**src/sv/lzwe_pkg.sv**
```systemverilog
// Constants, types and helper functions of the LZW encoder.
`default_nettype none
package lzwe_pkg;
  localparam int MAX_CODE_BITS   = 12;
  localparam int DICT_ENTRIES    = 4096;
  localparam int HASH_ENTRIES    = 8192;
  localparam int CODE_SPACE      = (DICT_ENTRIES < (1 << MAX_CODE_BITS)) ?
                                   DICT_ENTRIES : (1 << MAX_CODE_BITS);
  localparam int LAST_CODE       = CODE_SPACE - 1;
  localparam int TOP_SYMBOL_BITS = (MAX_CODE_BITS - 1 < 9) ? MAX_CODE_BITS - 1 : 9;

  localparam int CW          = MAX_CODE_BITS;      // code width
  localparam int NW          = MAX_CODE_BITS + 1;  // free code / limit width
  localparam int SYM_W       = 9;
  localparam int WID_W       = 4;
  localparam int DICT_AW     = $clog2(CODE_SPACE);
  localparam int HASH_AW     = $clog2(HASH_ENTRIES);
  localparam int HASH_SHIFT  = 5;
  localparam int ACC_W       = 7 + 2 * MAX_CODE_BITS;
  localparam int TOT_W       = $clog2(ACC_W + 1);
  localparam int CNT_W       = $clog2(ACC_W / 8 + 2);
  localparam int QUEUE_DEPTH = 4;
  localparam int QUEUE_AW    = $clog2(QUEUE_DEPTH);

  localparam logic [3:0]    MIN_BITS_RST = 4'd8;
  localparam logic [NW-1:0] LAST_CODE_N  = NW'(LAST_CODE);

  // One request's worth of codes for the bit packer.
  typedef struct packed {
    logic [CW-1:0]    code0;
    logic [CW-1:0]    code1;
    logic [WID_W-1:0] width;
    logic [1:0]       ncodes;
    logic             flush;
  } lzwe_cmd_t;

  // Dictionary chain entry.
  typedef struct packed {
    logic [CW-1:0]    prefix;
    logic [SYM_W-1:0] symbol;
    logic [CW-1:0]    link;
  } lzwe_node_t;

  // Clamp the configured symbol width.
  function automatic logic [WID_W-1:0] eff_bits(input logic [3:0] mcb);
    logic [WID_W-1:0] b;
    b = mcb;
    if (b < WID_W'(2)) b = WID_W'(2);
    if (b > WID_W'(TOP_SYMBOL_BITS)) b = WID_W'(TOP_SYMBOL_BITS);
    return b;
  endfunction

  function automatic logic [NW-1:0] clr_code_of(input logic [WID_W-1:0] ab);
    return NW'(1) << ab;
  endfunction

  function automatic logic [SYM_W-1:0] sym_mask(input logic [SYM_W-1:0] pix,
                                                input logic [WID_W-1:0] ab);
    logic [SYM_W:0] m;
    m = ((SYM_W+1)'(1) << ab) - (SYM_W+1)'(1);
    return pix & m[SYM_W-1:0];
  endfunction

  function automatic logic [HASH_AW-1:0] hash_index(input logic [CW-1:0] prefix,
                                                    input logic [SYM_W-1:0] sym);
    logic [31:0] hraw;
    hraw = 32'(prefix) ^ (32'(sym) << HASH_SHIFT);
    return hraw[HASH_AW-1:0];
  endfunction
endpackage
`default_nettype wire

```
**src/sv/lzwe_fifo.sv**
```systemverilog
// Short command queue between the dictionary front end and the bit packer.
`default_nettype none
module lzwe_fifo (
  input  logic              clk_i,
  input  logic              rst_ni,
  input  logic              push_i,
  input  lzwe_pkg::lzwe_cmd_t push_cmd_i,
  output logic              full_o,
  input  logic              pop_i,
  output logic              empty_o,
  output lzwe_pkg::lzwe_cmd_t head_cmd_o
);
  import lzwe_pkg::*;

  lzwe_cmd_t            slot_q [QUEUE_DEPTH];
  logic [QUEUE_AW-1:0]  wr_q, wr_d, rd_q, rd_d;
  logic [QUEUE_AW:0]    cnt_q, cnt_d;

  assign full_o     = (cnt_q == (QUEUE_AW+1)'(QUEUE_DEPTH));
  assign empty_o    = (cnt_q == '0);
  assign head_cmd_o = slot_q[rd_q];

  // Advance pointers and count.
  always_comb begin
    wr_d  = wr_q;
    rd_d  = rd_q;
    cnt_d = cnt_q;
    if (push_i) wr_d = wr_q + QUEUE_AW'(1);
    if (pop_i)  rd_d = rd_q + QUEUE_AW'(1);
    if (push_i && !pop_i) cnt_d = cnt_q + (QUEUE_AW+1)'(1);
    if (!push_i && pop_i) cnt_d = cnt_q - (QUEUE_AW+1)'(1);
  end

  always_ff @(posedge clk_i or negedge rst_ni) begin
    if (!rst_ni) begin
      wr_q  <= '0;
      rd_q  <= '0;
      cnt_q <= '0;
    end else begin
      wr_q  <= wr_d;
      rd_q  <= rd_d;
      cnt_q <= cnt_d;
    end
  end

  // Store the pushed command.
  always_ff @(posedge clk_i) begin
    if (push_i) slot_q[wr_q] <= push_cmd_i;
  end
endmodule
`default_nettype wire

```
**config.mk**
```make
export PLATFORM = sky130hd
export DESIGN_NAME = lzwe_fifo
export DESIGN_NICKNAME = d
export VERILOG_FILES = /design/src/sv/lzwe_pkg.sv /design/src/sv/lzwe_fifo.sv
export SDC_FILE = /design/constraint.sdc
export NUM_CORES = 1
export LEC_CHECK = 0
export BUFFER_PORTS_ARGS = -buffer_cell sky130_fd_sc_hd__buf_2
export CELL_PAD_IN_SITES_DETAIL_PLACEMENT = 1
export CELL_PAD_IN_SITES_GLOBAL_PLACEMENT = 1
export CORE_MARGIN = 2
export CORE_UTILIZATION = 25
export DETAILED_ROUTE_END_ITERATION = 10
export GPL_TIMING_DRIVEN = 1
export PLACE_DENSITY_LB_ADDON = 0.1
export SLEW_MARGIN = 5
export SYNTH_ARGS = -nofsm -noshare
export SYNTH_HDL_FRONTEND = slang
export SYNTH_SLANG_ARGS = --single-unit
```
**constraint.sdc**
```tcl
create_clock -name clk_i -period 3.55 [get_ports clk_i]
set_input_delay 0.1775 -clock clk_i [delete_from_list [all_inputs] [get_ports clk_i]]
set_output_delay 0.1775 -clock clk_i [all_outputs]
set_load 0.1 [all_outputs]
```
# Yosys cells after proc, flatten, opt, wreduce, memory -nomap -nowiden
# Memory sizes are Yosys's and may differ from the RTL's.
# Index checks and enable logic that the tools add are counted.
[word_totals]
register_bits = 7
latch_bits = 0
ram_bits = 124
romBits = 0
in_bits = 35
output_inout_bits = 33
word_cells = 19
memories = 1
[op_classes]
n_addsub = 4
mul = 0
n_div = 0
magnitude_cmp = 0
eq_ne = 1
n_shift = 0
mux = 4
bitwise_logic = 0
n_reduce_logical = 6
[memory_table]
columns = ["name", "words", "width", "rd", "rd_ports_with_merged_regs", "write_ports", "line", "rtl"]
rows = [
  ["slot_q", 4, 31, 1, 0, 1, "lzwe_fifo.sv:15", "lzwe_cmd_t slot_q [QUEUE_DEPTH];"],
]
[ops]
columns = ["op", "count"]
rows = [
  ["3-bit two-way mux", 2],
  ["2-bit by 1-bit adder with 2-bit output (second input constant)", 2],
  ["3-bit by 1-bit adder with 3-bit output (second input constant)", 1],
  ["3-bit equality test (second input constant)", 1],
  ["3-bit logical NOT", 1],
  ["3-bit by 1-bit subtractor with 3-bit output (second input constant)", 1],
  ["1-bit logical AND", 2],
  ["1-bit logical NOT", 2],
  ["1-bit two-way mux", 2],
  ["2-bit nonzero test", 1],
]

# Longest topological paths before layout
[logic_depth]
ltp_word = 4
depth_mapped = 7
depth_no_buf = 7

# Least setup slack after synthesis
# OpenSTA, ideal clock, no wires.
[synth_timing]
kind = "flip-flop to output port"
startpoint = "reg cnt_q[0]"
endpoint = "out empty_o"
arrival_ns = 2.465
required_ns = 3.372
setup_slack_ns = 0.908
path_stages_with_launch = 2
n_path_buf = 0
path_cell_list = "dfrtp_1 -> nor3_1"
[synth_via]
elab_chain_cells = 1
[synth_lines]
columns = ["element", "line", "rtl"]
rows = [
  ["start, declared", "lzwe_fifo.sv:17", "logic [QUEUE_AW:0] cnt_q, cnt_d;"],
  ["start signal, assigned", "lzwe_fifo.sv:42", "cnt_q <= cnt_d;"],
  ["3-bit logical NOT", "lzwe_fifo.sv:20", "assign empty_o = (cnt_q == '0);"],
  ["end, declared", "lzwe_fifo.sv:10", "output logic empty_o,"],
]
# Every way passes these cells.

==> out/qor.csv <==
stage;metric;value;unit
global_route;grt_overflow;0;
clock_network;cts_tree;built;
worst_setup_path;worstSetupPathType;register to primary output;
timing;slew_violations;0;
synthesis;yosysTopAreaCellShare;75.8;%
cells_and_area;antenna_cells;0;
floorplanning;die_x;144;µm
timing;max_slew_margin;36.3;%
cells_and_area;multi_input_area;911;µm²
floorplanning;ios;68;
timing;clock.fmax;385;MHz
timing;finClkSkew;8.63;ps
synthesis;ys_types;18;
clock_network;clock_latency;410;ps
timing;period_share;73.2;%
worst_setup_path;end_kind;primary output;
synthesis;syn_inst;199;
detailed_routing;wl_per_cell;17.0;µm
synthesis;ys_seq_area_share;79.3;%
cells_and_area;final_util;33.1;%
cells_and_area;syn2layout_area_growth;30.7;%
detailed_routing;first_pass_iters;4;
cells_and_area;nets;354;
worst_setup_path;worst_setup_path_start_kind;register;
cells_and_area;drive_gt1_share;39.3;%
worst_setup_path;critPathMaxFanout;18;
synthesis;ys_warn_count;0;
clock_network;clk_pin_slew;50;ps
timing;rsz0062_at_grt;no;
clock_network;cts_sinks;131;
worst_setup_path;cp.arrival;2420;ps
detailed_routing;drc;0;
outcome;status;complete, no violations;
floorplanning;rows;51;
synthesis;synth_area_leaders;edfxtp_1, mux4_2, dfrtp_1, mux4_1, ha_1;
global_route;grt_max_degree;33;
detailed_routing;routed_wl;10000;µm
synthesis;synth-seq-cells;131;
timing;worst_slew_pin_slew;955;ps
synthesis;syn_avg_cell_area;24.7;µm²
detailed_routing;vias;2347;
global_route;grt_pass1_vias;2638;
placed_design;place_congestion;0.639;
timing;hold_violations;0;
clock_network;clockBufferDepth;2;
detailed_routing;drtAntennaViolNets;0;
cells_and_area;register_area;3900;µm²
global_route;grtUsageTotal;10.6;%
global_route;antenna_found_initial;0;
floorplanning;core;19400;µm²
hold_path;hold_path_class;primary input to register;
worst_setup_path;critPathRequiredTime;3370;ps
cells_and_area;fill_cells;1988;
floorplanning;dieArea;20800;µm²
placed_design;hpwl;5760;µm
clock_network;cts_setup_buffers;0;
synthesis;synthesis.area;4910;µm²
run;drv_cap;0;
floorplanning;start_util;25.3;%
timing;post-route-min-period;2600;ps
detailed_routing;drt-initial-drc-count;166;
timing;setup_tns;0;ps
placed_design;numPortBuffers;67;
timing;setup_viol;0;
clock_network;htreeDepth;4;
clock_network;cts_made_buffers;17;
global_route;grt_pass1_wl;15500;µm
synthesis;syn_nets;240;
synthesis;synth_top_area_cell;edfxtp_1;
floorplanning;fp.dieH;144;µm
detailed_routing;vias_per_cell;3.97;
clock_network;root_buffer;clkbuf_16;
area by class of cell:
cell class	count	share of cell area, %
Sequential cell	131	60.7
Timing Repair Buffer	102	10.6
Multi-Input combinational cell	55	14.2
Clock inverter	12	2.16
Inverter	6	0.351
Clock buffer	20	6.80
Tap cell	265	5.16
stage by stage:
step,instance area (µm²),cells,setup slack (ps),hold slack (ps)
after global routing,6420,591,801,110
after CTS,6420,591,865,69.1
after global placement,5520,526,1320,37.4
after detailed placement,5520,526,1320,41.0
after floorplan,4910,199,908,-118
final,6420,591,951,86.2
final timing paths:
path / slack (ps) / end / depth (start not counted) / from
min: 90 / wr_q[0] / 2 / push_i
max reg2reg: 1730 / slot_q[2][11] / 3 / wr_q[0]
min in group asynchronous: 140 / cnt_q[2] / 2 / rst_ni
max in group asynchronous: 3210 / rd_q[0] / 2 / rst_ni
max: 950 / head_cmd_o[25] / 3 / rd_q[0]
min reg2reg: 520 / cnt_q[0] / 1 / cnt_q[0]
cell usage in the layout (no fill, tap or decap):
master	n
bufinv_16	3
and2_2	4
clkinv_2	2
dfrtp_1	5
nand2_1	3
nor2_1	1
ha_1	5
o21ai_0	2
dfrtp_2	2
buf_2	67
and3_1	1
clkinvlp_4	2
dlygate4sd3_1	33
xor2_1	4
edfxtp_1	124
nor3_1	1
clkbuf_1	3
mux4_2	28
clkinv_1	4
xnor2_1	2
inv_1	6
clkinv_4	1
fa_1	1
clkbuf_16	17
mux4_1	3
buf_4	2
repair_timing:
item                                   CTS  global route
hold buffers                            33             0
resized for setup                        0             0
endpoints found under the hold margin  131             0
synth_stat cells, drive strengths merged:
library cell  instances
nand2                 3
dfrtp                 7
mux4                 31
fa                    1
buf                   7
xnor2                 2
nor3                  1
o21ai                 2
nor2                  1
ha                    5
edfxtp              124
and3                  1
xor2                  4
inv                   6
and2                  4
critical path, stage by stage, from the launching register on:
cell and delay [ps]:
dfrtp_2 790, buf_4 330, mux4_1 570, buf_2 310
flip-flops by register name, summed over array words and instances, names as in the netlist:
signal  count
cnt_q       3
wr_q        2
slot_q    124
rd_q        2
metal layers:
layer  GRT usage [%]  wire [µm]
met1            12.5       4440
met2            17.5       5070
met5               0          0
met3            3.38        359
met4            5.21        161
cells by family after synthesis:
kind of cell             count (synthesis)  share of synthesized area (%)
buffers and inverters                   13                           2.22
flip-flops                             131                           79.3
AND/OR/NAND/NOR                         10                           1.04
AO/OA/AOI/OAI                            2                          0.204
multiplexers                            31                           14.4
adder cells (fa/ha/maj)                  6                           1.68
XOR/XNOR                                 6                           1.07
Power is not shown: default switching activity piles up to over one toggle a cycle in this logic, so the estimate is an artifact.
