<file path="src/sv/lzwe_pkg.sv">
// Constants, types and helper functions of the LZW encoder.
`default_nettype none
package lzwe_pkg;
  localparam int MAX_CODE_BITS   = 12;
  localparam int DICT_ENTRIES    = 4096;
  localparam int HASH_ENTRIES    = 8192;
  localparam int CODE_SPACE      = (DICT_ENTRIES < (1 << MAX_CODE_BITS)) ?
                                   DICT_ENTRIES : (1 << MAX_CODE_BITS);
  localparam int LAST_CODE       = CODE_SPACE - 1;
  localparam int TOP_SYMBOL_BITS = (MAX_CODE_BITS - 1 < 9) ? MAX_CODE_BITS - 1 : 9;

  localparam int CW          = MAX_CODE_BITS;      // code width
  localparam int NW          = MAX_CODE_BITS + 1;  // free code / limit width
  localparam int SYM_W       = 9;
  localparam int WID_W       = 4;
  localparam int DICT_AW     = $clog2(CODE_SPACE);
  localparam int HASH_AW     = $clog2(HASH_ENTRIES);
  localparam int HASH_SHIFT  = 5;
  localparam int ACC_W       = 7 + 2 * MAX_CODE_BITS;
  localparam int TOT_W       = $clog2(ACC_W + 1);
  localparam int CNT_W       = $clog2(ACC_W / 8 + 2);
  localparam int QUEUE_DEPTH = 4;
  localparam int QUEUE_AW    = $clog2(QUEUE_DEPTH);

  localparam logic [3:0]    MIN_BITS_RST = 4'd8;
  localparam logic [NW-1:0] LAST_CODE_N  = NW'(LAST_CODE);

  // One request's worth of codes for the bit packer.
  typedef struct packed {
    logic [CW-1:0]    code0;
    logic [CW-1:0]    code1;
    logic [WID_W-1:0] width;
    logic [1:0]       ncodes;
    logic             flush;
  } lzwe_cmd_t;

  // Dictionary chain entry.
  typedef struct packed {
    logic [CW-1:0]    prefix;
    logic [SYM_W-1:0] symbol;
    logic [CW-1:0]    link;
  } lzwe_node_t;

  // Clamp the configured symbol width.
  function automatic logic [WID_W-1:0] eff_bits(input logic [3:0] mcb);
    logic [WID_W-1:0] b;
    b = mcb;
    if (b < WID_W'(2)) b = WID_W'(2);
    if (b > WID_W'(TOP_SYMBOL_BITS)) b = WID_W'(TOP_SYMBOL_BITS);
    return b;
  endfunction

  function automatic logic [NW-1:0] clr_code_of(input logic [WID_W-1:0] ab);
    return NW'(1) << ab;
  endfunction

  function automatic logic [SYM_W-1:0] sym_mask(input logic [SYM_W-1:0] pix,
                                                input logic [WID_W-1:0] ab);
    logic [SYM_W:0] m;
    m = ((SYM_W+1)'(1) << ab) - (SYM_W+1)'(1);
    return pix & m[SYM_W-1:0];
  endfunction

  function automatic logic [HASH_AW-1:0] hash_index(input logic [CW-1:0] prefix,
                                                    input logic [SYM_W-1:0] sym);
    logic [31:0] hraw;
    hraw = 32'(prefix) ^ (32'(sym) << HASH_SHIFT);
    return hraw[HASH_AW-1:0];
  endfunction
endpackage
`default_nettype wire

</file>
<file path="src/sv/lzwe_packer.sv">
// Back end: packs codes LSB first and emits bytes through an output register.
`default_nettype none
module lzwe_packer (
  input  logic                clk_i,
  input  logic                rst_ni,
  input  logic                empty_i,
  input  lzwe_pkg::lzwe_cmd_t cmd_i,
  output logic                pop_o,
  output logic                out_valid_o,
  input  logic                out_stall_i,
  output logic [7:0]          out_byte_o,
  output logic                last_of_run_o,
  output logic                image_done_o
);
  import lzwe_pkg::*;

  logic [ACC_W-1:0] sr_q, sr_d;
  logic [2:0]       pend_q, pend_d;
  logic [CNT_W-1:0] cnt_q, cnt_d;
  logic             fl_q, fl_d;
  logic             ov_q, ov_d;
  logic [7:0]       ob_q, ob_d;
  logic             ol_q, ol_d, od_q, od_d;

  logic             out_free, n1, n2;
  logic [ACC_W-1:0] wmask, pmask, c0, c1, combined;
  logic [TOT_W-1:0] total;
  logic [CNT_W-1:0] nbytes;

  assign out_valid_o   = ov_q;
  assign out_byte_o    = ob_q;
  assign last_of_run_o = ol_q;
  assign image_done_o  = od_q;

  assign out_free = !ov_q || !out_stall_i;
  assign n1       = (cmd_i.ncodes != 2'd0);
  assign n2       = (cmd_i.ncodes == 2'd2);
  assign wmask    = (ACC_W'(1) << cmd_i.width) - ACC_W'(1);
  assign pmask    = (ACC_W'(1) << pend_q) - ACC_W'(1);
  assign c0       = n1 ? (ACC_W'(cmd_i.code0) & wmask) << pend_q : '0;
  assign c1       = n2 ? (ACC_W'(cmd_i.code1) & wmask) << (TOT_W'(pend_q) +
                                                         TOT_W'(cmd_i.width)) : '0;
  assign combined = (sr_q & pmask) | c0 | c1;
  assign total    = TOT_W'(pend_q) + (n1 ? TOT_W'(cmd_i.width) : '0) +
                    (n2 ? TOT_W'(cmd_i.width) : '0);
  assign nbytes   = CNT_W'(total >> 3) +
                    CNT_W'(cmd_i.flush && (total[2:0] != 3'd0));
  assign pop_o    = (cnt_q == '0) && !empty_i;

  // Load a command, then drain its bytes one a cycle while the output is not stalled.
  always_comb begin
    sr_d   = sr_q;
    pend_d = pend_q;
    cnt_d  = cnt_q;
    fl_d   = fl_q;
    ov_d   = ov_q;
    ob_d   = ob_q;
    ol_d   = ol_q;
    od_d   = od_q;
    if (ov_q && !out_stall_i) ov_d = 1'b0;
    if (pop_o) begin
      sr_d   = combined;
      cnt_d  = nbytes;
      pend_d = cmd_i.flush ? 3'd0 : total[2:0];
      fl_d   = cmd_i.flush;
    end else if (cnt_q != '0 && out_free) begin
      ov_d  = 1'b1;
      ob_d  = sr_q[7:0];
      ol_d  = (cnt_q == CNT_W'(1));
      od_d  = (cnt_q == CNT_W'(1)) && fl_q;
      sr_d  = sr_q >> 8;
      cnt_d = cnt_q - CNT_W'(1);
    end
  end

  always_ff @(posedge clk_i or negedge rst_ni) begin
    if (!rst_ni) begin
      pend_q <= '0;
      cnt_q  <= '0;
      fl_q   <= 1'b0;
      ov_q   <= 1'b0;
    end else begin
      pend_q <= pend_d;
      cnt_q  <= cnt_d;
      fl_q   <= fl_d;
      ov_q   <= ov_d;
    end
  end

  // Hold the shift register and output payload.
  always_ff @(posedge clk_i) begin
    sr_q <= sr_d;
    ob_q <= ob_d;
    ol_q <= ol_d;
    od_q <= od_d;
  end
endmodule
`default_nettype wire

</file>
<file path="config.mk">
export PLATFORM = sky130hd
export DESIGN_NAME = lzwe_packer
export DESIGN_NICKNAME = d
export VERILOG_FILES = /design/src/sv/lzwe_pkg.sv /design/src/sv/lzwe_packer.sv
export SDC_FILE = /design/constraint.sdc
export NUM_CORES = 1
export LEC_CHECK = 0
export ABC_AREA = 1
export CORE_MARGIN = 4
export CORE_UTILIZATION = 45
export CTS_BUF_LIST = sky130_fd_sc_hd__clkbuf_4
export DETAILED_ROUTE_END_ITERATION = 16
export DONT_BUFFER_PORTS = 1
export GPL_TIMING_DRIVEN = 1
export PLACE_DENSITY = 0.63
export SLEW_MARGIN = 20
export SYNTH_ARGS = -nofsm -noshare
export SYNTH_HDL_FRONTEND = slang
export SYNTH_SLANG_ARGS = --single-unit
</file>
<file path="constraint.sdc">
create_clock -name clk_i -period 3.6 [get_ports clk_i]
set_clock_uncertainty 0.15 [all_clocks]
set_input_delay 1.08 -clock clk_i [delete_from_list [all_inputs] [get_ports clk_i]]
set_output_delay 1.08 -clock clk_i [all_outputs]
set_load 0.1 [all_outputs]
</file>
# Word level (Yosys, flattened, before mapping)
# Index checks and enable logic that the tools add are counted.
# totals
regBits	49
out_inout_bits	12
inputBits	35
# op_classes
eq_ne	2
add_sub_neg	7
n_shift	4
bitwise	6
muxes	12
n_reduce_logical	15
# op_table
operator	n
$mux 31	4
$and 12x31->31	2
$or 31x31->31	2
$sub 31x2->31 const B	2
$and 31x31->31	1
$shl 1x3->31 const A	1
$shl 1x4->31 const A	1
$shl 31x3->31	1
$shl 31x5->31	1
$add 3x4->5	2
$mux 3	3
$mux 4	2
$reduce_bool 3->1	2
$add 5x4->5	1
$logic_and 1x1->1	5
$reduce_bool 2->1	2
$add 2x1->3	1
$eq 3x1->1 const B	1
$logic_not 1->1	3
$logic_not 3->1	1
$mux 1	3
$sub 3x1->3 const B	1
$eq 2x2->1 const B	1
$reduce_and 2->1	1
2 further kinds	2

# Logic depth before layout (Yosys ltp)
# logic_depth
ltp_word	8
mapped_depth	18
depth_no_buf	16

# Least setup slack after synthesis
# No wires, ideal clock.
# synth_timing
path_kind	input-to-reg
start	input port cmd_i[2] (netlist name)
end	register cnt_q[1]
arrival_ns	3.403
required_time_ns	3.283
setup_time_ns	0.167
setup_slack_ns	-0.120
stages	13
path_cell_list	inv_1 > nor2_1 > inv_2 > nor2_1 > fa_1 > ha_1 > fa_1 > inv_1 > a31oi_1 > ha_1 > ha_1 > o21ai_0 > o21ai_0
# synth_via
elab_chain_len	8
# synth_rtl
item	line	source
from (decl)	lzwe_packer.sv:7	input lzwe_pkg::lzwe_cmd_t cmd_i,
$reduce_bool 2->1	lzwe_packer.sv:36	assign n1 = (cmd_i.ncodes != 2'd0);
$mux 4	lzwe_packer.sv:44	assign total = TOT_W'(pend_q) + (n1 ? TOT_W'(cmd_i.width) : '0) +
$add 3x4->5	lzwe_packer.sv:44	
$add 5x4->5 (*)	lzwe_packer.sv:44	
$reduce_bool 3->1	lzwe_packer.sv:47	CNT_W'(cmd_i.flush && (total[2:0] != 3'd0));
$logic_and 1x1->1	lzwe_packer.sv:47	
$add 2x1->3 (*)	lzwe_packer.sv:46	assign nbytes = CNT_W'(total >> 3) +
$mux 3 (*)	lzwe_packer.sv:61	if (pop_o) begin
to (signal assigned)	lzwe_packer.sv:84	cnt_q <= cnt_d;
to (decl)	lzwe_packer.sv:19	logic [CNT_W-1:0] cnt_q, cnt_d;
# Mark *: on every way between the ends. The rest lies on a longest branch, timed or not.
# A chain may end at the register's enable or synchronous reset.

# Final worst setup path
# Same ends and word-level chain as after synthesis.

==> out/results.ini <==
[grt]
grt_pass1_vias=4232
overflow=0
grt_antenna_before_repair=0
grt_max_degree=41
grt_usage_pct=23.70
grt_pass1_wl_um=21560

[yosys]
synth_warnings=0
syn_inst=636
synth_cell_types=48
avgSynthCellArea_um2=7.027
synthesis.area_um2=4469
syn-num-nets=690
ys_ff_latch=49
seq_area_frac_synth_pct=32.03

[drt]
drt-total-wl_um=13450
wl_per_cell_um=17.44
vias_per_cell=5.743
drc_errors=0
vias=4428
drt_pass1_iterations=5
drt_iter0_drc=327
antenna_left=0

[pwr]
power_w=0.004180
powerDensity_nw_per_um2=881.0
ir_drop_uv=360.1
p_leak_nw=2.177

[timing]
setup_ws_ns=0.3270
finalHoldViolCount=0
max_freq_mhz=305.5
max_slew.worst_pin.slew_ns=0.9009
final_max_slew_viol_count=0
finalCriticalPeriod_ns=3.273
max_slew_margin_pct=40.07
rsz0062_at_grt=no
whs_ns=0.2290
final.setup.tns_ns=0
setup_viol=0
period_share_pct=90.92

[placement]
numPortBuffers=0
dp_slack_ns=-0.09220
gp_congestion=0.9246
post-dp-hpwl_um=10640

[floorplan]
placementRows=36
fp.dieH_um=107.7
die_x_um=107.7
start_util_pct=45.94
io_pins=47
dieArea_um2=11590
core_um2=9729

[setup_path]
worstPathRequired_ns=3.71
crit_path_cell_trace=nor2_1 > nor2_1 > fa_1 > ha_2 > fa_1 > inv_1 > a31oi_1 > ha_2 > ha_1 > o21ai_0 > o21ai_0
cp-end-kind=register
startpoint_type=primary input
cp_top_family=adder cells
cp_num_buf_inv=1
max_stage_delay_ns=0.48
slowest_stage=fa_1
arrival_ns=3.39
crit_type=in -> reg
crit_path_max_fanout=4

[cts]
root_buffer=clkbuf_4
cts.sinks=49
htree_num_levels=2
cts_made_buffers=5
cts_buffer_depth=2
cts.clk_slew.worst_paths_ns=0.14
cts_tree=yes
hold_buffers=0
postCtsSetupRepairBufs=0
post_cts_resized=0
clk_latency_ns=0.38

[cells_and_area]
nets=691
drive_above_1_share_pct=12.23
fin_util_pct=48.77
area_growth_pct=6.159
diodes=0

[run]
timing.max_cap.violations=0

[worst_hold_path]
hp-class=in -> async

[outcome]
status=complete, no violations

cells in the mapped netlist (all sizes together):
cell type	n	area [µm²]
nand2	173	676.9
nand3	112	580.6
inv	67	256.5
nor2	56	225.2
edfxtp	41	1231
o21ai	29	152.7
a21oi	18	97.60
o211ai	15	117.6
buf	14	86.33
ha	14	175.2
a21boi	12	97.59
clkbuf	12	45.04
nand4	11	68.82
or2	11	68.82
dfrtp	8	200.2
nor3	8	45.04
fa	5	100.1
a31oi	4	25.02
and3	4	25.02
o22ai	4	25.02
xor2	4	61.32
o21a	3	22.52
o21bai	3	22.52
o31ai	2	15.01
a221oi	1	8.760
a2bb2oi	1	8.760
a41oi	1	8.760
clkinv	1	3.750
o22a	1	8.760
o311ai	1	8.760
report_power, final:
part | internal, W | leakage (nW) | switching, W
registers | 0.00101 | 0.504 | 0.000543
clock network | 0.0000842 | 0.0279 | 0.000191
logic | 0.000772 | 1.65 | 0.00158
worst paths after layout:
kind	from	endpoint	slack [ns]	cells past startpoint
min in group clk_i	sr_q[1]	out_byte_o[1]	0.34	0
hold / removal	rst_ni	cnt_q[2]	0.23	0
hold reg to reg	sr_q[1]	out_byte_o[1]	0.34	0
max in group asynchronous	rst_ni	pend_q[1]	3.01	0
setup / recovery	cmd_i[2]	cnt_q[1]	0.33	11
setup reg to reg	pend_q[2]	cnt_q[1]	0.78	8
metrics by stage:
| step | std cells | cell area (µm²) |
|---|---|---|
| 6_report | 771 | 4745 |
| 5_1_grt | 771 | 4745 |
| 4_1_cts | 771 | 4745 |
| 3_5_place_dp | 763 | 4684 |
| 3_3_place_gp | 763 | 4684 |
| 2_1_floorplan | 636 | 4479 |
registers in the layout, indices dropped and copies added, names as in the netlist:
| register | cells |
|---|---|
| out_valid_o | 1 |
| fl_q | 1 |
| cnt_q | 3 |
| sr_q | 31 |
| last_of_run_o | 1 |
| pend_q | 3 |
| out_byte_o | 8 |
| image_done_o | 1 |
cell type report:
class / instances / area (µm²)
Fill cell: 1043 / 4985
Multi-Input combinational cell: 493 / 2664
Sequential cell: 49 / 1431
Inverter: 68 / 260.3
Tap cell: 133 / 166.4
Timing Repair Buffer: 20 / 162.7
Clock buffer: 6 / 45.04
Clock inverter: 2 / 15.01
metal layers:
metal | share of wire [%] | GRT usage (%) | vias to the layer above
met4 | 2.4 | 6.763 | 0
met5 | 0 | 0 | -
li1 | - | - | 2157
met3 | 6.1 | 3.719 | 28
met2 | 49 | 40.99 | 170
met1 | 42 | 30.53 | 2073
logic make-up after synthesis:
group	count (synthesis)	synth area share [%]
and+or+nand+nor	375	37.82
DFF	49	32.03
xor gates and xnor gates	4	1.372
adders and majority gates	19	6.159
buffers and inverters	94	8.762
AOI/OAI and AO/OA	95	13.86
worst register-to-register path: cells and delay by family (launching register included):
kind,cells,cell delay [ns]
adder cells (fa/ha/maj),4,1.47
buffers and inverters,1,0.05
flip-flops,1,0.64
AO/OA/AOI/OAI,3,0.39
placed cells by master, fill, tap and decap left out, types with 5 or more instances in the layout:
cell type,count
o211ai_1,14
nor2_1,49
nand2_2,8
a21oi_1,16
nand3_1,108
inv_2,5
dfrtp_1,8
clkbuf_4,6
o21ai_0,19
inv_1,60
buf_4,19
nand4_1,11
or2_2,11
nand2_1,164
fa_1,5
ha_1,12
nor2_2,5
edfxtp_1,41
a21boi_1,9
o21ai_1,8
nor3_1,7
Note: power is estimated with default switching activity, not from simulation.
